$ cat config.mk
export PLATFORM = sky130hd
export DESIGN_NAME = ivc_sqrt
export DESIGN_NICKNAME = d
export VERILOG_FILES = /design/src/ivc_pkg.sv /design/src/ivc_sqrt.sv
export SDC_FILE = /design/constraint.sdc
export NUM_CORES = 2
export LEC_CHECK = 0
export ABC_CLOCK_PERIOD_IN_PS = 9400
export BUFFER_PORTS_ARGS = -buffer_cell sky130_fd_sc_hd__buf_4
export CAP_MARGIN = 40
export CORE_MARGIN = 1
export CORE_UTILIZATION = 60
export DETAILED_ROUTE_END_ITERATION = 10
export GPL_TIMING_DRIVEN = 0
export PLACE_DENSITY = 0.76
export SLEW_MARGIN = 20
export SYNTH_ARGS = -nofsm -noshare
export SYNTH_HDL_FRONTEND = slang
export SYNTH_MEMORY_MAX_BITS = 65536
export SYNTH_SLANG_ARGS = --single-unit
export TNS_END_PERCENT = 1
$ cat constraint.sdc
create_clock -name clk -period 9.4 [get_ports clk]
set_input_delay 1.41 -clock clk [delete_from_list [all_inputs] [get_ports clk]]
set_output_delay 1.41 -clock clk [all_outputs]
set_load 0.05 [all_outputs]
$ cat src/ivc_pkg.sv
`timescale 1ns / 1ps
package ivc_pkg;

  // Widths of the intermediate values; all follow from the 32-bit fields.
  localparam int FIELD_W = 32;
  localparam int SQ_W    = 2 * FIELD_W;          // se squared
  localparam int DEN_W   = SQ_W + 1;             // sum of two squares
  localparam int TERM_W  = FIELD_W + SQ_W;       // beta magnitude times square
  localparam int NUM_W   = TERM_W + 1;           // signed sum of two terms, as magnitude
  localparam int PROD_W  = 2 * SQ_W;             // product of the two squares
  localparam int BETA_QW = NUM_W - SQ_W;         // quotient bits of the pooled beta
  localparam int SE_QW   = PROD_W - SQ_W;        // quotient bits of the pooled variance
  localparam int ROOT_W  = SE_QW / 2;

  localparam logic [BETA_QW-1:0] BETA_POS_MAX = BETA_QW'(33'h0_7FFF_FFFF);
  localparam logic [BETA_QW-1:0] BETA_NEG_MAX = BETA_QW'(33'h0_8000_0000);

  // Control bits that travel with every word down the pipeline.
  typedef struct packed {
    logic inv;
    logic last;
    logic neg;
  } ctl_t;

  localparam int CTL_W = $bits(ctl_t);

endpackage

$ cat src/ivc_sqrt.sv
`timescale 1ns / 1ps
module ivc_sqrt #(
  parameter int SW = 8
) (
  input  logic                         clk,
  input  logic                         rst_n,
  input  logic                         en,
  input  logic                         in_valid,
  input  logic [ivc_pkg::SE_QW-1:0]    in_x,
  input  logic [SW-1:0]                in_side,
  output logic                         out_valid,
  output logic [ivc_pkg::ROOT_W-1:0]   out_root,
  output logic [SW-1:0]                out_side
);

  localparam int RW = ivc_pkg::ROOT_W;
  localparam int XW = ivc_pkg::SE_QW;
  localparam int MW = RW + 2;

  // Floored square root, one result bit (two radicand bits) per stage.
  logic          v_r    [RW];
  logic [MW-1:0] rem_r  [RW];
  logic [RW-1:0] root_r [RW];
  logic [XW-1:0] x_r    [RW];
  logic [SW-1:0] sd_r   [RW];

  logic [MW-1:0] rem_i  [RW];
  logic [RW-1:0] root_i [RW];
  logic [XW-1:0] x_i    [RW];
  logic [MW-1:0] rem_n  [RW];
  logic [RW-1:0] root_n [RW];

  always_comb begin
    for (int k = 0; k < RW; k++) begin
      logic [MW+1:0] r4;
      logic [MW+1:0] trial;
      logic          ge;
      if (k == 0) begin
        rem_i[k]  = '0;
        root_i[k] = '0;
        x_i[k]    = in_x;
      end else begin
        rem_i[k]  = rem_r[k-1];
        root_i[k] = root_r[k-1];
        x_i[k]    = x_r[k-1];
      end
      r4        = {rem_i[k], x_i[k][XW-1:XW-2]};
      trial     = {2'b00, root_i[k], 2'b01};
      ge        = r4 >= trial;
      rem_n[k]  = ge ? MW'(r4 - trial) : r4[MW-1:0];
      root_n[k] = {root_i[k][RW-2:0], ge};
    end
  end

  always_ff @(posedge clk) begin
    if (!rst_n) begin
      for (int k = 0; k < RW; k++) v_r[k] <= 1'b0;
    end else if (en) begin
      v_r[0] <= in_valid;
      for (int k = 1; k < RW; k++) v_r[k] <= v_r[k-1];
    end
  end

  always_ff @(posedge clk) begin
    if (en) begin
      sd_r[0] <= in_side;
      for (int k = 1; k < RW; k++) sd_r[k] <= sd_r[k-1];
      for (int k = 0; k < RW; k++) begin
        rem_r[k]  <= rem_n[k];
        root_r[k] <= root_n[k];
        x_r[k]    <= {x_i[k][XW-3:0], 2'b00};
      end
    end
  end

  assign out_valid = v_r[RW-1];
  assign out_root  = root_r[RW-1];
  assign out_side  = sd_r[RW-1];

endmodule

After elaboration in Yosys (flattened, before gate mapping). Memory sizes are Yosys's and may differ from the RTL's. Index checks and enable logic that the tools add are counted.

RAM bits: 4384. Input port bits: 76. Memories kept: 5. Word-level logic and storage cells: 170. Output and inout bits: 41. Flip-flop bits (word level): 0.

Memories: x_r (words 32, bits a word 62, rd ports 31, clocked after Yosys merged registers in 0, wr ports 32, RTL line ivc_sqrt.sv:24) `logic [XW-1:0] x_r [RW];`; rem_r (words 32, bits a word 34, rd ports 31, clocked after Yosys merged registers in 0, wr ports 32, RTL line ivc_sqrt.sv:22) `logic [MW-1:0] rem_r [RW];`; root_r (words 32, bits a word 32, rd ports 32, clocked after Yosys merged registers in 0, wr ports 32, RTL line ivc_sqrt.sv:23) `logic [RW-1:0] root_r [RW];`; sd_r (words 32, bits a word 8, rd ports 32, clocked after Yosys merged registers in 0, wr ports 32, RTL line ivc_sqrt.sv:25) `logic [SW-1:0] sd_r [RW];`; v_r (words 32, bits a word 1, rd ports 32, clocked after Yosys merged registers in 0, wr ports 32, RTL line ivc_sqrt.sv:21) `logic v_r [RW];`.

Mux-type cells: 69. Order comparisons: 32. Bitwise logic cells: 32. Add/sub/neg operators: 32.

Operators by type and width (number): $ge 36x34->1 (31); $mux 34 (32); $sub 34x34->34 (31); $mux 1 (37); $or 1x1->1 (32); $sub 2x1->3 const B (1); $ge 2x1->1 const B (1).

Longest topological paths before layout.
Depth after elaboration: 4. Gate-level depth with buffers: 15. Mapped depth without buffers: 13.

Worst setup path after synthesis. OpenSTA, ideal clock, no wires.

Path type: register -> register. Start: memory rem_r[0][390] (netlist bit). End: memory rem_r[0][433] (netlist bit), data pin. Path buffers: 1. Period minus slack after synthesis: 3.825 ns. Path slack: 5.575 ns. Library setup time: 0.271 ns. Required time: 9.129 ns. Cell stages (with the launch flop): 11. Data arrival time: 3.553 ns. Cells stage by stage: edfxtp_1 -> or4_4 -> or4_4 -> or4_4 -> or3_1 -> or4_4 -> a2111oi_4 -> or4_1 -> buf_2 -> nor4_1 -> xor2_1.

RTL lines (RTL line): start, declared (ivc_sqrt.sv:22).

==> flow_metrics.env <==
export IMPL_critPathLaunchType="register"
export IMPL_status="complete, no violations"
export IMPL_ff2ff_setup_slack_ps=3940
export IMPL_ir_drop_uv=184
export IMPL_root_buffer="clkbuf_16"
export IMPL_dieArea_mm2=0.213
export IMPL_worstSetupPathType="reg2reg"
export IMPL_syn_cell_area_mm2=0.127
export IMPL_ys_warn_count=0
export IMPL_place_gp_congestion=0.906
export IMPL_wirelength_um=264000
export IMPL_hold_depth=0
export IMPL_ios=117
export IMPL_multiInputGateArea_mm2=0.0389
export IMPL_hold_violations=0
export IMPL_ys_ff_latch=2811
export IMPL_drv_cap=0
export IMPL_critical_path_arrival_ps=6000
export IMPL_yosysMostFrequentCell="edfxtp_1"
export IMPL_port_buffers=116
export IMPL_cts_num_sinks=2811
export IMPL_drtAntennaViolNets=0
export IMPL_drt_vias_per_instance=5.84
export IMPL_hold_path_class="reg2reg"
export IMPL_grt_overflow=0
export IMPL_async_flop_share_pct=0
export IMPL_nFillCells=14877
export IMPL_start_util_pct=60.4
export IMPL_rr_endpoint="rem_r[1][297]"
export IMPL_antenna_found_initial=6
export IMPL_yosys_area_top_type="edfxtp_1"
export IMPL_clockBufferDepth=4
export IMPL_setup_violations=0
export IMPL_htree_levels=5
export IMPL_grt_max_degree=170
export IMPL_required_ps=9940
export IMPL_worst_pin_slew_ps=924
export IMPL_tritoncts="done"
export IMPL_min_to="sd_r[1][81]"
export IMPL_ys_flop_type="edfxtp_1"
export IMPL_holdWs_ps=368
export IMPL_fin_crit_sh_pct=58.1
export IMPL_cp_end_kind="register"
export IMPL_grt_use_total_pct=24.6
export IMPL_place_hpwl_um=183000
export IMPL_p_leak_nw=53.6
export IMPL_first_iter_violations=6320
export IMPL_grt_pass1_vias=74037
export IMPL_area_delta_synth_final_pct=11.2
export IMPL_fmax_ghz=0.183
export IMPL_finalMaxSlewViolations=0
export IMPL_dr_pass1_iters=6
export IMPL_fin_nets=10559
export IMPL_critPathMaxFanout=10
export IMPL_post_synth_cell_area_avg_um2=13.4
export IMPL_seq_area_frac_synth_pct=66.6
export IMPL_synth_cell_types=86
export IMPL_vias=75575
export IMPL_fp_dieH_um=462
export IMPL_synth_top_cells_by_count="edfxtp_1 (2810), inv_1 (713), nand2_1 (627), a21oi_1 (575), ha_1 (562)"
export IMPL_rows=168
export IMPL_max_slew_margin_pct=37.8
export IMPL_register_area_mm2=0.0844
export IMPL_rsz0062_at_grt="no"
export IMPL_cts_buffers=301
export IMPL_drive_gt1_share_pct=7.27
export IMPL_clkTransAtPathRegs_ps=60
export IMPL_synth_edff_count=2810
export IMPL_route_detailed_drc=0
export IMPL_core_mm2=0.210
export IMPL_hold_start="sd_r[1][73]"
export IMPL_postCtsSetupBuffers=0
export IMPL_cts_resized=0
export IMPL_fin_setup_tns_ps=0
export IMPL_r2r_cells=11
export IMPL_timing_rr_start="root_r[1][227]"
export IMPL_synthTopCellsByArea="edfxtp_1 (67%), ha_1 (5.5%), xor2_1 (3.1%)"
export IMPL_fin_crit_ps=5460
export IMPL_postCtsHoldBufs=0
export IMPL_synth_cells=9471
export IMPL_wl_per_cell_um=20.4
export IMPL_synth_nets=10109
export IMPL_powerDensity_mw_per_mm2=245
export IMPL_clock_latency_ps=930
export IMPL_synth_top_cell_area_share_pct=66.6
export IMPL_grt_first_pass_wirelength_um=409000
export IMPL_fp_dieW_um=462
export IMPL_skew_ps=81.0
metal layers:
| metal | vias up | GRT usage, % | routed length, µm |
|---|---|---|---|
| li1 | 36119 | - | - |
| met1 | 36800 | 32.7 | 112000 |
| met3 | 556 | 3.32 | 13600 |
| met2 | 2100 | 41.8 | 130000 |
| met5 | - | 0 | 0 |
| met4 | 0 | 8.01 | 8130 |
logic make-up after synthesis:
family,share of synthesized area (%)
muxes,0.697
other,0.00296
adders and majority gates,5.55
AOI/OAI and AO/OA,9.26
xor gates and xnor gates,5.86
and+or+nand+nor,9.28
buffers and inverters,2.75
DFF,66.6
worst max-delay path, cell delays in order, from the launching register on:
cell and delay, ps:
edfxtp_1 400, inv_1 60, ha_1 350, a211oi_1 390, o21bai_1 220, o311a_1 340, o41a_1 430, a211oi_1 620
nor2b_1 710, clkbuf_1 600, clkbuf_1 640, o21ai_0 310
worst max path at each step:
| stage | start | endpoint | slack [ps] | cells past startpoint |
|---|---|---|---|---|
| finish | root_r[1][227] | rem_r[1][297] | 3940 | 11 |
| global route | root_r[1][227] | rem_r[1][297] | 3850 | 11 |
| CTS | root_r[1][227] | rem_r[1][297] | 4100 | 11 |
| detailed placement | en | sd_r[1][121] | 4130 | 6 |
| global placement | en | rem_r[1][170] | -16830 | 1 |
| floorplan | rem_r[0][390] | rem_r[0][433] | 5580 | 10 |
cells in the final DEF (no fill, tap or decap), types with 26 or more instances in the layout:
cell	netlist	final
and3_1	70	70
nand3b_1	26	26
nor2b_1	71	71
ha_1	562	562
nor2_1	556	556
and2_1	37	37
a21o_1	262	262
clkinv_2	0	49
nor3_1	233	233
a21oi_1	575	575
clkinv_1	3	46
clkbuf_16	0	305
nand4_1	100	100
a211oi_1	56	56
nand2_1	627	627
or4_1	73	73
o21a_1	98	98
o211ai_1	33	33
clkbuf_1	176	227
nand3_1	111	111
mux2_2	66	66
o31ai_1	53	53
edfxtp_1	2810	2810
buf_4	8	126
a31oi_1	58	58
nor4_1	130	130
xnor2_1	402	402
or3_1	100	100
o21ai_0	481	481
o21bai_1	41	41
xor2_1	446	446
nand2b_1	95	94
inv_1	713	713
or2_2	54	54
flip-flops by register name (all words and copies together), names as in the netlist:
signal / cells
rem_r: 1003
root_r: 528
sd_r: 256
v_r: 32
x_r: 992
through the flow:
stage / utilization [%] / cells / setup slack [ps] / total power [mW] / instance area (µm²)
2_1_floorplan: - / 9471 / 5580 / 21.3 / 127000
3_3_place_gp: 62.5 / 12392 / -16830 / 23.9 / 131000
3_5_place_dp: 62.8 / 12416 / 4130 / 23.5 / 132000
4_1_cts: 67.1 / 12919 / 4100 / 34.7 / 141000
5_1_grt: 67.2 / 12931 / 3850 / 36.0 / 141000
6_report: 67.2 / 12931 / 3940 / 34.5 / 141000
where the power goes:
group          internal, mW  total (mW)  switching, mW
Combinational          2.69        6.67           3.98
Sequential             15.7        16.7          0.956
Clock                  6.47        11.1           4.65
Total                  24.9        34.5           9.59
cell type report:
| type | count | share of cell area (%) |
|---|---|---|
| Antenna cell | 5 | 0.00888 |
| Timing Repair Buffer | 147 | 1.06 |
| Sequential cell | 2811 | 59.9 |
| Buffer | 201 | 0.561 |
| Clock buffer | 356 | 5.55 |
| Clock inverter | 147 | 0.939 |
| Inverter | 717 | 1.91 |
| Multi-Input combinational cell | 5742 | 27.6 |
| Tap cell | 2805 | 2.49 |
Note: power is estimated with default switching activity, not from simulation.
